## src/rtl/stnt_pkg.sv

```systemverilog
`timescale 1ns / 1ps
// Shared constants, function codes and controller/datapath interface types.
package stnt_pkg;

	// Default sizes of the scope stack and of the identifier space.
	localparam int unsigned MAX_SCOPES_DEF = 16;
	localparam int unsigned MAX_IDENTS_DEF = 1024;

	// Fixed widths of the word fields.
	localparam int unsigned FUNC_W  = 3;
	localparam int unsigned IDENT_W = 10;
	localparam int unsigned DEPTH_W = 5;

	// Function codes of an input word.
	localparam logic [FUNC_W-1:0] FN_PUSH      = 3'd0;
	localparam logic [FUNC_W-1:0] FN_POP       = 3'd1;
	localparam logic [FUNC_W-1:0] FN_MARK_TYPE = 3'd2;
	localparam logic [FUNC_W-1:0] FN_MARK_ORD  = 3'd3;
	localparam logic [FUNC_W-1:0] FN_QUERY     = 3'd4;
	localparam logic [FUNC_W-1:0] FN_CLEAR     = 3'd5;

	// Commands from the controller to the datapath, valid for one cycle.
	typedef struct packed {
		logic rd_ident;    // read the mark word of the incoming identifier
		logic exec_wr;     // write back the read word with the new mark set
		logic mark_ord;    // new mark is an ordinary mark, else a type mark
		logic sweep_start; // restart the sweep counter
		logic sweep_pop;   // one step of the pass that clears the popped scope
		logic sweep_zero;  // one step of the pass that zeroes every entry
		logic depth_inc;
		logic depth_dec;
		logic depth_clr;
		logic out_load;    // load the output register with a result word
		logic out_err;
		logic out_query;   // result carries the query answer
	} stnt_cmd_t;

	// Status from the datapath to the controller.
	typedef struct packed {
		logic full;     // every scope is open
		logic empty;    // no scope is open
		logic in_range; // incoming identifier fits the table
		logic cnt_done; // sweep finished, last write retired
		logic out_free; // output register can take a word this cycle
	} stnt_sts_t;

endpackage

```

## src/rtl/stnt_ctrl.sv

```systemverilog
`timescale 1ns / 1ps
// Controller state machine: decodes words and sequences reads, writes and sweeps.
module stnt_ctrl (
	input  logic                          clk,
	input  logic                          arst_n,
	input  logic                          req_valid,
	input  logic [stnt_pkg::FUNC_W-1:0]   func,
	input  stnt_pkg::stnt_sts_t           sts,
	output logic                          req_stall,
	output stnt_pkg::stnt_cmd_t           cmd
);
	import stnt_pkg::*;

	typedef enum logic [2:0] {
		ST_INIT,
		ST_IDLE,
		ST_EXEC,
		ST_POP,
		ST_ZERO
	} state_t;

	state_t state_q, state_d;
	logic   kind_ord_q, kind_ord_d;
	logic   kind_query_q, kind_query_d;
	logic   accept;

	// Next state and per-cycle commands.
	always_comb begin
		cmd          = '0;
		state_d      = state_q;
		kind_ord_d   = kind_ord_q;
		kind_query_d = kind_query_q;
		req_stall    = !((state_q == ST_IDLE) && sts.out_free);
		accept       = req_valid && !req_stall;

		case (state_q)
			ST_INIT: begin
				// Zero the whole table once after reset.
				cmd.sweep_zero = 1'b1;
				if (sts.cnt_done) begin
					state_d = ST_IDLE;
				end
			end
			ST_IDLE: begin
				if (accept) begin
					case (func)
						FN_PUSH: begin
							cmd.out_load  = 1'b1;
							cmd.out_err   = sts.full;
							cmd.depth_inc = !sts.full;
						end
						FN_POP: begin
							if (sts.empty) begin
								cmd.out_load = 1'b1;
								cmd.out_err  = 1'b1;
							end else begin
								cmd.depth_dec   = 1'b1;
								cmd.sweep_start = 1'b1;
								state_d         = ST_POP;
							end
						end
						FN_MARK_TYPE, FN_MARK_ORD: begin
							if (sts.empty || !sts.in_range) begin
								cmd.out_load = 1'b1;
								cmd.out_err  = 1'b1;
							end else begin
								cmd.rd_ident = 1'b1;
								kind_ord_d   = (func == FN_MARK_ORD);
								kind_query_d = 1'b0;
								state_d      = ST_EXEC;
							end
						end
						FN_QUERY: begin
							if (sts.in_range) begin
								cmd.rd_ident = 1'b1;
								kind_ord_d   = 1'b0;
								kind_query_d = 1'b1;
								state_d      = ST_EXEC;
							end else begin
								cmd.out_load = 1'b1;
							end
						end
						FN_CLEAR: begin
							cmd.depth_clr   = 1'b1;
							cmd.sweep_start = 1'b1;
							state_d         = ST_ZERO;
						end
						default: begin
							cmd.out_load = 1'b1;
							cmd.out_err  = 1'b1;
						end
					endcase
				end
			end
			ST_EXEC: begin
				// The read word is ready; answer the query or write the mark back.
				if (sts.out_free) begin
					cmd.out_load  = 1'b1;
					cmd.out_query = kind_query_q;
					cmd.exec_wr   = !kind_query_q;
					cmd.mark_ord  = kind_ord_q;
					state_d       = ST_IDLE;
				end
			end
			ST_POP: begin
				cmd.sweep_pop = 1'b1;
				if (sts.cnt_done && sts.out_free) begin
					cmd.out_load = 1'b1;
					state_d      = ST_IDLE;
				end
			end
			ST_ZERO: begin
				cmd.sweep_zero = 1'b1;
				if (sts.cnt_done && sts.out_free) begin
					cmd.out_load = 1'b1;
					state_d      = ST_IDLE;
				end
			end
			default: begin
				state_d = ST_IDLE;
			end
		endcase
	end

	// State and decoded kind of the word in flight.
	always_ff @(posedge clk or negedge arst_n) begin
		if (!arst_n) begin
			state_q      <= ST_INIT;
			kind_ord_q   <= 1'b0;
			kind_query_q <= 1'b0;
		end else begin
			state_q      <= state_d;
			kind_ord_q   <= kind_ord_d;
			kind_query_q <= kind_query_d;
		end
	end

endmodule

```

## config.mk

```make
export PLATFORM = sky130hd
export DESIGN_NAME = stnt_ctrl
export DESIGN_NICKNAME = d
export VERILOG_FILES = /design/src/rtl/stnt_pkg.sv /design/src/rtl/stnt_ctrl.sv
export SDC_FILE = /design/constraint.sdc
export NUM_CORES = 1
export LEC_CHECK = 0
export BUFFER_PORTS_ARGS = -buffer_cell sky130_fd_sc_hd__buf_2
export CAP_MARGIN = 5
export CORE_ASPECT_RATIO = 0.8
export CORE_MARGIN = 2
export CORE_UTILIZATION = 30
export CTS_BUF_LIST = sky130_fd_sc_hd__clkbuf_4 sky130_fd_sc_hd__clkbuf_8 sky130_fd_sc_hd__clkbuf_16
export DETAILED_ROUTE_END_ITERATION = 16
export PLACE_DENSITY = 0.66
export SLEW_MARGIN = 20
export SYNTH_ARGS = -nofsm -noshare
export SYNTH_HDL_FRONTEND = slang
export SYNTH_SLANG_ARGS = --single-unit
export TNS_END_PERCENT = 50
```

## constraint.sdc

```tcl
create_clock -name clk -period 3.1 [get_ports clk]
set_input_delay 0.31 -clock clk [delete_from_list [all_inputs] [get_ports clk]]
set_output_delay 0.31 -clock clk [all_outputs]
set_load 0.005 [all_outputs]
```

## After elaboration in Yosys (flattened, before gate mapping)

Index checks and enable logic that the tools add are counted.
Widths: inputs -> output; s select.

- Bits in registers: 5
- Bits of input ports: 11
- Output and inout port bits: 13
- Word-level logic and storage cells: 83

- Equal/unequal tests: 19
- Muxes and demuxes: 44
- Reductions and logical operators: 17

Operators with widths:

| operator | count |
|---|---|
| $mux 3 | 8 |
| $pmux 3 s4 | 2 |
| $mux 1 | 22 |
| $eq 3x2->1 const B | 4 |
| $ne 2x2->1 const B | 5 |
| $eq 3x3->1 const B | 3 |
| $ne 3x3->1 const B | 3 |
| $mux 2 | 4 |
| $pmux 1 s2 | 4 |
| $pmux 1 s4 | 2 |
| $reduce_and 8->1 | 1 |
| $reduce_or 2->1 | 4 |
| $eq 3x1->1 const B | 2 |
| $logic_not 3->1 | 2 |
| $mux 5 | 1 |
| $ne 5x1->1 const B | 1 |
| $reduce_and 5->1 | 1 |
| $logic_not 1->1 | 4 |
| $logic_and 1x1->1 | 3 |
| $pmux 1 s3 | 1 |
| $ne 2x1->1 const B | 1 |
| $reduce_bool 2->1 | 1 |
| $logic_or 1x1->1 | 1 |

## Depth between registers and ports, before layout

- Depth after elaboration: 6
- Depth in mapped cells: 4
- Mapped depth without buffers: 4

## Worst setup path after synthesis

OpenSTA, ideal clock, no wires.

- Path kind: register -> output
- Start: register state_q[2]
- End: output port cmd[8] in the netlist's numbering
- Arrival: 1174 ps
- Data required time: 2790 ps
- Path slack: 1616 ps
- Cell stages (with the launch flop): 4
- Path buffers: 0
- Path through: dfrtp_1 > and4bb_1 > nand2_1 > a2111oi_2

RTL lines:

| what | line | RTL |
|---|---|---|
| start, declared | stnt_ctrl.sv:22 | `state_t state_q, state_d;` |
| start signal, assigned | stnt_ctrl.sv:132 | `state_q <= state_d;` |
| end, declared | stnt_ctrl.sv:10 | `output stnt_pkg::stnt_cmd_t cmd` |

==> qor.yml <==
detailed_routing:
  routed_wl_mm: 1.22
  vias_per_cell: 4.73
  drt-pass1-iter-count: 4
  num_vias: 501
  wl_per_cell_um: 11.5
  drt_iter0_drc: 5
  postRouteAntennaNets: 0
  highest_layer: "met3"
  met1_length_um: 582
  drc: 0
  wl_met3_um: 85
  routed-wl-met2_um: 552
finish:
  final_area_um2: 669
  fillCellCount: 180
  area_delta_synth_final_pct: 35.4
  drive_gt1_frac: 0.429
  nets: 96
  n_antenna_cell: 0
yosys:
  seq_area_frac_synth: 0.253
  synth_cells: 57
  ys_seq_elements: 5
  synthArstFlopShare: 1.00
  synth_cell_types: 32
  synth-edff-count: 0
  syn-mean-instance-area_um2: 8.67
  syn_area_um2: 494
  synth.cells.most_frequent: "inv_1, dfrtp_1, nor2_1"
  ys_top_cells_by_area: "dfrtp_1, mux2_4, inv_1, and2_1, o211ai_4"
  synth_top_area_cell: "dfrtp_1"
  ys.flop_type: "dfrtp_1"
  synth_nets: 68
  yosysWarnings: 0
  yosysMostFrequentCell: "inv_1"
  yosys.area.top_type_share: 0.253
floorplanning:
  die_area_um2: 1990
  initial_utilization: 0.310
  die_h_um: 40.3
  io_pins: 24
  fp.coreArea_um2: 1590
  die_w_um: 49.4
  row_count: 13
sta:
  period_needed_ns: 1.97
  finalSetupViolations: 0
  fin_crit_sh: 0.637
  relSlewSlack: 0.812
  hold_viol: 0
  report.final.slew_viol_count: 0
  clock.fmax_mhz: 506
  worst_pin_slew_ns: 0.280
  clock_skew_ns: 0.00313
  fin_setup_tns_ns: 0
  rsz0062_at_grt: "false"
clocking:
  cts_max_level: 1
  root_buffer: "clkbuf_4"
  post_cts_buffers: 0
  cts_tree: "done"
  worstSkewPairLatency_ns: 0.24
  clk_path_buf_depth: 2
  clk_pin_slew_ns: 0.04
  clock_sinks: 5
  cts_buffers: 3
hold_path:
  hp-class: "input pin to asynchronous set/reset pin"
critical_path:
  startpoint_type: "register"
  startpoint: "state_q[2]$_DFFE_PN0P_"
  end_kind: "primary output"
  critPathKind: "register to primary output"
  cp.arrival_ns: 1.66
  worst_ep_required_time_ns: 2.79
  reg2reg_from: "state_q[2]$_DFFE_PN0P_"
  critPathMaxFanout: 6
status:
  outcome: "finished clean"
grt:
  antenna_found_initial: 0
  grt_max_degree: 13
  grt_usage: 0.127
  grt_first_pass_wirelength_mm: 1.79
  overflow: 0
  grt_pass1_vias: 417
power:
  power_density_nw_per_um2: 334
  ir_drop_uv: 126
  leakagePower_uw: 0.000357
place:
  post_dp_cell_area_um2: 629
  portBuffers: 23
  gp_congestion: 0.771
  dp_hpwl_mm: 1.01
run:
  max_cap_viol_count: 0
[per-layer routing]
layer  track usage  vias up
met5             0        -
met4        0.0625        0
met3        0.0485        0
met2         0.199       14
met1         0.156      227
li1              -      260
[cell usage in the layout, fill, tap and decap left out, types with 2 or more instances in the layout]
cell type  synthesis  final
nor2b_1            2      2
a32o_1             2      2
o21ai_0            2      2
clkbuf_4           0      4
a21oi_1            3      3
inv_1              7      7
mux2_4             2      2
a21boi_0           2      2
and2_1             4      4
buf_2              0     23
nor2_1             5      5
nand2_1            2      2
dfrtp_1            5      5
[sequential cells by signal, summed over array words and instances, names as in the netlist]
register	count
kind_ord_q	1
kind_query_q	1
state_q	3
[cell type report]
class | count | area (um^2) | area share
Sequential cell | 5 | 125 | 0.187
Clock buffer | 4 | 30.0 | 0.0449
Inverter | 7 | 26.3 | 0.0393
Tap cell | 22 | 27.5 | 0.0411
Multi-Input combinational cell | 44 | 335 | 0.501
Timing Repair Buffer | 24 | 125 | 0.187
[worst paths after layout]
kind	slack (ns)	end	cells after the start
max in group asynchronous	2.55	kind_query_q$_DFFE_PN0P_	2
worst min register to register	0.52	kind_ord_q$_DFFE_PN0P_	1
min in group clk	0.44	state_q[2]$_DFFE_PN0P_	3
worst min-delay path	0.42	state_q[1]$_DFFE_PN0P_	2
worst max register to register	1.67	kind_ord_q$_DFFE_PN0P_	4
worst max-delay path	1.13	cmd[8]	4
[what timing repair did]
| item | 4_1_cts | 5_1_grt |
|---|---|---|
| setup endpoints to repair | 0 | 0 |
| hold buffers | 1 | 0 |
| endpoints found under the hold margin | 5 | 0 |
| gates resized for setup | 0 | 0 |
[worst max-delay path, stage by stage (launching register included)]
cell and delay, ns:
dfrtp_1 0.41, and4bb_1 0.33, nand2_1 0.17, a2111oi_2 0.35
buf_2 0.17
[power by group]
group	internal [uW]	total, uW	leakage, uW	switching, uW
clock	57.2	81.4	0.0000184	24.2
sequential	71.3	75.8	0.0000633	4.49
combinational	33.0	66.5	0.000275	33.5
[metrics by stage]
| step | hold WS (ns) | std cells | power, uW | setup WS (ns) | util |
|---|---|---|---|---|---|
| 5_1_grt | 0.430 | 106 | 240 | 1.03 | 0.420 |
| 6_report | 0.416 | 106 | 224 | 1.13 | 0.420 |
| 3_3_place_gp | 0.130 | 101 | 140 | 1.44 | 0.395 |
| 2_1_floorplan | 0.0144 | 57 | 117 | 1.62 | - |
| 3_5_place_dp | 0.132 | 101 | 142 | 1.40 | 0.395 |
| 4_1_cts | 0.408 | 106 | 227 | 1.13 | 0.420 |
[cell families after synthesis]
logic type	Yosys count	share of synthesized area
multiplexers	2	0.0608
flip-flops	5	0.253
AO/OA/AOI/OAI	17	0.294
buffers and inverters	8	0.0684
AND/OR/NAND/NOR	24	0.306
XOR/XNOR	1	0.0177
Power figures use the tool's default switching activity.
